**src/hw/rtl/bb3_pkg.sv**
```systemverilog
// ============================================================================
// Box blur package
// Payload types, widths and register codes shared by the box blur files.
// ============================================================================
`default_nettype none

package bb3_pkg;

  // Default geometry of the line store.
  localparam int MaxWidthDefault  = 1024;
  localparam int StoreRowsDefault = 3;

  // Arithmetic widths of the rounded mean.
  localparam int SumW      = 12;  // up to nine 8-bit samples
  localparam int DividendW = 13;  // 2*sum + n
  localparam int DivisorW  = 5;   // 2*n, at most 18
  localparam int CountW    = 4;   // n, at most 9
  localparam int ChanW     = 8;

  // Register codes, taken from paddr[2].
  localparam logic RegFrameWidth  = 1'b0;
  localparam logic RegFrameHeight = 1'b1;

  // Commands of an input transaction.
  localparam logic CmdPixel = 1'b0;
  localparam logic CmdDrain = 1'b1;

  typedef struct packed {
    logic       command;
    logic [7:0] red_in;
    logic [7:0] green_in;
    logic [7:0] blue_in;
  } in_item_t;

  typedef struct packed {
    logic [7:0]  red_out;
    logic [7:0]  green_out;
    logic [7:0]  blue_out;
    logic [15:0] out_row;
    logic [9:0]  out_column;
    logic        last_of_run;
    logic        frame_done;
  } out_item_t;

endpackage

`default_nettype wire

```
**src/hw/rtl/bb3_div.sv**
```systemverilog
// ============================================================================
// Rounding divider, three lanes
// Divides by the small divisor set of the blur with shifts and reciprocals.
// ============================================================================
`default_nettype none

module bb3_div
  import bb3_pkg::*;
(
  input  wire logic                           clk_i,
  input  wire logic                           rst_ni,
  input  wire logic                           start_i,
  input  wire logic [2:0][DividendW-1:0]      dividend_i,
  input  wire logic [DivisorW-1:0]            divisor_i,
  output logic                                done_o,
  output logic      [2:0][ChanW-1:0]          quot_o
);

  // Reciprocals for division by three and by nine; both are exact here
  // because the dividends stay far below the reciprocal scale.
  localparam logic [31:0] RecipThree = 32'd43691;  // ceil(2^17 / 3)
  localparam logic [31:0] RecipNine  = 32'd3641;   // ceil(2^15 / 9)

  logic [2:0][ChanW-1:0] quot_q, quot_d;
  logic                  done_q;

  // The divisor is 2, 4, 6, 8, 12 or 18: a shift, then a divide by three or
  // nine where the divisor has such a factor.
  always_comb begin
    logic [DividendW-1:0] half;
    logic [DividendW-1:0] quarter;
    logic [31:0]          prod;
    for (int l = 0; l < 3; l++) begin
      half    = dividend_i[l] >> 1;
      quarter = dividend_i[l] >> 2;
      prod    = '0;
      case (divisor_i)
        5'd2: begin
          quot_d[l] = half[ChanW-1:0];
        end
        5'd4: begin
          quot_d[l] = quarter[ChanW-1:0];
        end
        5'd8: begin
          quot_d[l] = dividend_i[l][ChanW+2:3];
        end
        5'd6: begin
          prod      = 32'(half) * RecipThree;
          quot_d[l] = prod[ChanW+16:17];
        end
        5'd12: begin
          prod      = 32'(quarter) * RecipThree;
          quot_d[l] = prod[ChanW+16:17];
        end
        5'd18: begin
          prod      = 32'(half) * RecipNine;
          quot_d[l] = prod[ChanW+14:15];
        end
        default: begin
          quot_d[l] = half[ChanW-1:0];
        end
      endcase
    end
  end

  // The quotients are registered on the start and are ready in the next cycle.
  always_ff @(posedge clk_i or negedge rst_ni) begin
    if (!rst_ni) begin
      done_q <= 1'b0;
    end else begin
      done_q <= start_i;
    end
  end

  always_ff @(posedge clk_i) begin
    if (start_i) begin
      quot_q <= quot_d;
    end
  end

  assign done_o = done_q;
  assign quot_o = quot_q;

endmodule

`default_nettype wire

```
**config.mk**
```make
export PLATFORM = sky130hd
export DESIGN_NAME = bb3_div
export DESIGN_NICKNAME = d
export VERILOG_FILES = /design/src/hw/rtl/bb3_pkg.sv /design/src/hw/rtl/bb3_div.sv
export SDC_FILE = /design/constraint.sdc
export NUM_CORES = 1
export LEC_CHECK = 0
export BUFFER_PORTS_ARGS = -buffer_cell sky130_fd_sc_hd__buf_4
export CORE_MARGIN = 3
export CORE_UTILIZATION = 60
export DETAILED_ROUTE_END_ITERATION = 10
export GPL_TIMING_DRIVEN = 0
export HOLD_SLACK_MARGIN = 0.15
export PLACE_DENSITY = 0.81
export SETUP_SLACK_MARGIN = 0.2
export SLEW_MARGIN = 20
export SYNTH_ARGS = -nofsm -noshare
export SYNTH_HDL_FRONTEND = slang
export SYNTH_SLANG_ARGS = --single-unit
```
**constraint.sdc**
```tcl
create_clock -name clk_i -period 0.8 [get_ports clk_i]
set_input_delay 0.16 -clock clk_i [delete_from_list [all_inputs] [get_ports clk_i]]
set_output_delay 0.16 -clock clk_i [all_outputs]
set_load 0.02 [all_outputs]
```
# Word level (Yosys, flattened, before mapping)
# Index checks and enable logic that the tools add are counted.
classes:
  multipliers: 9
  n_eq_ne: 5
  mux: 3
op_table:
  columns: ["operator", "count"]
  rows:
  - ["one-hot mux 8 bit (5 select lines)", 3]
  - ["multiplier 11 x 16 -> 25 bit, second input constant", 3]
  - ["multiplier 12 x 16 -> 25 bit, second input constant", 3]
  - ["multiplier 12 x 12 -> 23 bit, second input constant", 3]
  - ["== test 5 x 3 -> 1 bit, second input constant", 2]
  - ["== test 5 x 4 -> 1 bit, second input constant", 2]
  - ["== test 5 bit, second input constant", 1]
word_totals:
  ff_bits: 25
  input_bits: 47
  output_inout_bits: 25

# Logic depth before layout (Yosys ltp)
# Gate-level depths: netlist of the first run.
depth:
  word_depth: 2
  mapped_depth: 20

# Least setup slack after synthesis of the first run
# OpenSTA, ideal clock, no wires.
synth_path:
  path_kind: "input port to flip-flop"
  startpoint: "input dividend_i[20] (netlist bit)"
  endpoint: "register quot_q (netlist bit quot_o[14]), data pin"
  required_ns: 0.541
  cell_stages: 18
  n_path_buf: 0
  arrival_ns: 4.694
  path_slack_ns: -4.153
  path_cell_list: "ha_1 > inv_1 > fa_1 > inv_1 > fa_1 > inv_1 > fa_1 > fa_1 > inv_1 > ha_1 > a21oi_1 > nand2_1 > a2111oi_2 > o21ai_1 > nand2b_1 > xnor2_1 > o21ai_1 > a211o_1"
synth_lines:
  columns: ["element", "line_no", "source"]
  rows:
  - ["start, declared", "bb3_div.sv:13", "input wire logic [2:0][DividendW-1:0] dividend_i,"]
  - ["end signal, assigned", "bb3_div.sv:77", "quot_q <= quot_d;"]
  - ["end, declared", "bb3_div.sv:24", "logic [2:0][ChanW-1:0] quot_q, quot_d;"]

==> results of run 1 <==
## per-layer routing
layer,global-route usage [%],wire (um),up-vias
met5,0,27,-
met4,15.0,3700,4
met3,5.34,4350,324
met2,59.1,28700,859
met1,38.4,20300,7973
li1,-,-,7147
## worst max-delay path, stage by stage
cell and delay (ns):
buf_12 0.10, clkinvlp_4 0.13, ha_4 0.30, inv_4 0.04
fa_1 0.57, fa_2 0.47, fa_1 0.51, inv_2 0.04
fa_1 0.51, inv_2 0.05, ha_4 0.26, nand4_1 0.12
nor4_2 0.30, a22oi_2 0.16, a21oi_4 0.26, buf_6 0.14
buf_12 0.11, buf_6 0.09, a21oi_4 0.04, xor2_1 0.15
o211a_1 0.23, o22ai_1 0.16
## cell usage after synthesis, types with 20 or more instances
master / number / area (um^2)
nand2_1: 44 / 165
o21ai_1: 27 / 135
clkbuf_1: 25 / 93.8
xnor2_1: 48 / 420
o21ai_0: 29 / 145
edfxtp_1: 24 / 721
nor2_1: 54 / 203
inv_1: 614 / 2300
fa_1: 279 / 5590
a21oi_1: 73 / 365
ha_1: 480 / 6010
nand4_1: 20 / 125
a21o_1: 28 / 210
nand3_1: 28 / 140
## sequential cells by signal, indices dropped and copies added (netlist names)
| register | cells |
|---|---|
| done_o | 1 |
| quot_o | 24 |
## where the power goes
| group | total, mW | switching, mW | internal, mW | leakage, nW |
|---|---|---|---|---|
| logic | 82.8 | 45.5 | 37.3 | 11.6 |
| clock network | 1.32 | 0.635 | 0.687 | 0.0371 |
| registers | 1.76 | 0.104 | 1.65 | 0.246 |
| total | 85.8 | 46.2 | 39.6 | 11.9 |
## per-stage QoR
stage / setup WS [ns] / power, mW / utilization [%]
final: -4.02 / 85.8 / 75.1
after global routing: -4.12 / 94.0 / 75.1
after CTS: -4.00 / 77.4 / 72.9
after detailed placement: -4.68 / 63.7 / 65.8
after global placement: -4.68 / 60.7 / 65.8
after floorplan: -3.87 / 49.3 / -
## path summary, 6_finish.rpt
| path | start | end | slack, ns | cells after the start |
|---|---|---|---|---|
| worst max-delay path | dividend_i[37] | quot_o[21]$_DFFE_PP_ | -4.02 | 22 |
| worst min-delay path | rst_ni | done_o$_DFF_PN0_ | 0.19 | 2 |
| min in group clk_i | start_i | done_o$_DFF_PN0_ | 0.23 | 1 |
| max in group asynchronous | rst_ni | done_o$_DFF_PN0_ | 0.53 | 2 |
## layout by cell type (no fill, tap or decap), drive strengths merged, types with 9 or more instances in the layout
cell / instances
buf: 192
xnor2: 48
nor2: 54
nand4: 20
a211oi: 14
o21ai: 56
nor3: 19
mux2i: 9
nand3: 28
o21a: 13
a221oi: 16
o211ai: 9
xor2: 19
fa: 279
nand2: 44
a21oi: 74
a21o: 28
edfxtp: 24
a31oi: 15
nand2b: 11
inv: 607
and3: 12
o21bai: 13
ha: 480
clkbuf: 25
a222oi: 9
## logic make-up (layout without fill, tap and decap cells)
family | count (synthesis) | in the layout
adders and majority gates | 759 | 759
buffers and inverters | 641 | 833
AOI/OAI and AO/OA | 318 | 318
and+or+nand+nor | 235 | 235
xor gates and xnor gates | 67 | 67
DFF | 25 | 25
muxes | 9 | 9
other | 0 | 4
## layout make-up
class                      count  area, um^2
multi-input combinational   1388       17400
fill                        1908        7650
inverter                     614        2350
timing repair buffer         188        1920
sequential                    25         746
tap                          396         495
buffer                        27         116
clock buffer                   3        75.1
antenna                        4        10.0
clock inverter                 1        7.51
## what timing repair did
| action | in CTS | in global routing |
|---|---|---|
| endpoints found under the hold margin | 1 | 0 |
| cloned | 0 | 0 |
| hold buffers | 1 | 0 |
| resized for setup | 287 | 100 |
| setup endpoints to repair | 49 | 49 |
| buffers inserted | 91 | 29 |
| pin swaps | 141 | 100 |
==> impl_metrics.json, run 1 <==
{
  "outcome": "complete, but fails checks",
  "violations": "negative setup slack",
  "wire_per_inst_um": 21.6,
  "cp-start-kind": "input pin",
  "synth-simple-area-share_pct": 6.50,
  "vias": 16300,
  "synth_top_family_by_area": "adder cells",
  "synthToLayoutAreaGrowth_pct": 22.5,
  "cts_sinks": 25,
  "synth_xor_area_share_pct": 3.11,
  "fin_hold_ws_ns": 0.189,
  "fin_crit_sh_pct": 603,
  "ys_ff_latch": 25,
  "layout_setup_ws_ns": -4.02,
  "io_buffers": 67,
  "clk_path_buf_depth": 2,
  "routed_via_density": 6.16,
  "htree_num_levels": 1,
  "syn-num-nets": 2860,
  "synthCells": 2054,
  "die_x_um": 183,
  "drcViolationCount": 0,
  "avgSynthCellArea_um2": 9.18,
  "synth_seq_area_share_pct": 3.95,
  "grt_overflow": 0,
  "peakVddDrop_mv": 2.32,
  "setup_viol_count_final": 49,
  "dp_hpwl_mm": 40.5,
  "design_area_mm2": 0.0231,
  "dpl-instance-area_mm2": 0.0202,
  "fin_cells": 2646,
  "gp_congestion": 0.995,
  "synth_area_mm2": 0.0189,
  "fmax_mhz": 207,
  "grt_usage_pct": 32.8,
  "dp.cells": 2517,
  "synthArstFlopShare_pct": 4.00,
  "drive_gt1_share_pct": 21.5,
  "netlist-cell-type-count": 77,
  "drv_slew": 0,
  "max_cap_viol_count": 0,
  "criticalPathCategory": "input pin to flip-flop",
  "end_kind": "flip-flop",
  "ys_warn_count": 0,
  "setup-tns-final_ns": -99.49,
  "crit_fanout": 6,
  "dr.pass1.iters": 8,
  "routed_wl_mm": 57.0,
  "rsz0062_at_grt": "yes",
  "path_clk_slew_ns": 0.07,
  "cts_tree": "yes",
  "detail-route-antenna-nets": 0,
  "relSlewSlack_pct": 42.0,
  "p_leak_nw": 11.9,
  "powerDensity_mw_per_mm2": 3720,
  "fin_nets": 3053,
  "synth-adder-area-share_pct": 61.5,
  "required_ns": 0.90,
  "start_util_pct": 61.3,
  "fp-row-count": 64,
  "synthFlopType": "edfxtp_1",
  "min_period_ns": 4.82,
  "hold_viol_final": 0,
  "first_global_vias": 17700,
  "io_pins": 72,
  "synth_compound_area_share_pct": 11.7,
  "grt_max_degree": 26,
  "antenna_found_initial": 4,
  "cts_made_buffers": 3,
  "synth-edff-count": 24,
  "die_h_um": 183,
  "die_area_mm2": 0.0336,
  "max_slew.worst_pin.slew_ns": 0.867,
  "arrival_ns": 4.92,
  "root_buffer": "clkbuf_16",
  "synthMuxAreaShare_pct": 0.478,
  "drt_iter0_drc": 1358,
  "hold_class": "input pin to async pin",
  "core_mm2": 0.0307,
  "grt_pass1_wl_mm": 88.2
}
Power figures use the tool's default switching activity.
==> run 2, diff against run 1 <==
CELL_PAD_IN_SITES_DETAIL_PLACEMENT = 1   (was default)
CELL_PAD_IN_SITES_GLOBAL_PLACEMENT = 1   (was default)
CORE_UTILIZATION = 47   (was 60)
PLACE_DENSITY = default   (was 0.81)
PLACE_DENSITY_LB_ADDON = 0.1   (was default)
==> impl_metrics.json, run 2 (same netlist as run 1, synthesis figures left out) <==
{
  "final_common_cell": "inv_1",
  "routed_via_density": 5.56,
  "powerDensity_mw_per_mm2": 3690,
  "arrival_ns": 4.85,
  "relSlewSlack_pct": 37.9,
  "totalPowerFinal_mw": 85.2,
  "drive_gt1_share_pct": 21.2,
  "crit_fanout": 5,
  "drv_slew": 0,
  "path_clk_slew_ns": 0.08,
  "max_slew.worst_pin.slew_ns": 0.932,
  "start_util_pct": 48.1,
  "cp-start-kind": "input pin",
  "p_leak_nw": 11.9,
  "outcome": "complete, but fails checks",
  "io_buffers": 67,
  "root_buffer": "clkbuf_16",
  "worstHoldStart": "start_i",
  "die_x_um": 206,
  "drt_iter0_drc": 834,
  "hold_class": "input pin to flip-flop",
  "core_mm2": 0.0392,
  "drcViolationCount": 0,
  "vias": 15300,
  "fin_nets": 3044,
  "largest_reg_flops": 24,
  "setup_viol_count_final": 49,
  "rsz0062_at_grt": "yes",
  "die_area_mm2": 0.0426,
  "hold_viol_final": 0,
  "detail-route-antenna-nets": 0,
  "fill_cells": 4351,
  "min_period_ns": 4.83,
  "hold_buffers": 1,
  "dp_hpwl_mm": 46.8,
  "fp-row-count": 72,
  "cts_tree": "yes",
  "clk_path_buf_depth": 2,
  "violations": "negative setup slack",
  "die_h_um": 206,
  "grt_usage_pct": 27.8,
  "grt_overflow": 0,
  "worst_setup_path_startpoint": "dividend_i[22]",
  "gp_congestion": 0.871,
  "grt_pass1_wl_mm": 92.7,
  "grt_max_degree": 26,
  "io_pins": 72,
  "criticalPathCategory": "input pin to flip-flop",
  "htree_num_levels": 1,
  "synthToLayoutAreaGrowth_pct": 22.5,
  "required_ns": 0.82,
  "wire_per_inst_um": 21.5,
  "end_kind": "flip-flop",
  "layout_common_cells": "inv_1, ha_1, fa_1",
  "peakVddDrop_mv": 4.14,
  "antenna_found_initial": 3,
  "fmax_mhz": 207,
  "dr.pass1.iters": 5,
  "cts_made_buffers": 3,
  "cts_sinks": 25,
  "first_global_vias": 17300,
  "layout_setup_ws_ns": -4.03,
  "max_cap_viol_count": 0,
  "utilization_pct": 58.9,
  "routed_wl_mm": 59.3,
  "fin_crit_sh_pct": 604
}
-- run 2: power breakdown --
part / internal (mW) / total, mW / switching [mW] / leakage, nW
Combinational: 36.5 / 82.1 / 45.6 / 11.6
Sequential: 1.65 / 1.78 / 0.123 / 0.246
Clock: 0.684 / 1.35 / 0.662 / 0.0409
Total: 38.8 / 85.2 / 46.4 / 11.9
-- run 2: timing repair --
| action | 4_1_cts | 5_1_grt |
|---|---|---|
| pin swaps | 114 | 95 |
| endpoints found under the hold margin | 1 | 1 |
| gates resized for setup | 269 | 102 |
| endpoints found under the setup margin | 73 | 49 |
| gates cloned | 0 | 0 |
| setup buffers | 74 | 37 |
-- run 2: path summary, 6_finish.rpt --
check,to,slack (ns),cells past startpoint
worst max-delay path,quot_o[14]$_DFFE_PP_,-4.03,19
worst min-delay path,done_o$_DFF_PN0_,0.15,1
max in group asynchronous,done_o$_DFF_PN0_,0.51,2
min in group asynchronous,done_o$_DFF_PN0_,0.21,2
-- run 2: stage by stage --
step	setup TNS [ns]	instances	instance area [um^2]	hold slack (ns)	worst slack, ns
after floorplan	-88.00	2054	19200	-0.136	-3.87
after global placement	-111.47	2639	20400	-0.0630	-4.83
after detailed placement	-113.43	2639	20400	-0.0601	-4.86
after CTS	-98.86	2718	22300	0.155	-4.03
after global routing	-103.17	2757	23100	0.160	-4.19
final	-99.29	2757	23100	0.152	-4.03
-- run 2: layout make-up --
type / instances / area (um^2) / area share (%)
Timing Repair Buffer: 179 / 1870 / 8.10
Multi-Input combinational cell: 1388 / 17300 / 74.8
Antenna cell: 2 / 5.00 / 0.0217
Inverter: 614 / 2350 / 10.2
Clock buffer: 3 / 75.1 / 0.325
Clock inverter: 1 / 5.00 / 0.0217
Tap cell: 518 / 648 / 2.81
Sequential cell: 25 / 746 / 3.23
Buffer: 27 / 108 / 0.466
-- run 2: critical path: stages --
cell and delay [ns]:
buf_16 0.11, ha_4 0.26, inv_2 0.04, fa_2 0.56, inv_4 0.06, fa_2 0.61, inv_2 0.05, fa_2 0.49
buf_4 0.17, fa_1 0.53, inv_1 0.07, ha_4 0.24, and3_4 0.17, a31oi_4 0.24, a21oi_4 0.13, o31ai_4 0.30
a21oi_2 0.09, xor2_1 0.17, a211o_1 0.38
-- run 2: routing by layer --
metal / vias up / wire, um / GRT usage [%]
met5: - / 18 / 0
met4: 2 / 1530 / 5.87
met3: 105 / 2040 / 2.06
met2: 319 / 31000 / 51.7
met1: 7794 / 24700 / 35.2
li1: 7116 / - / -
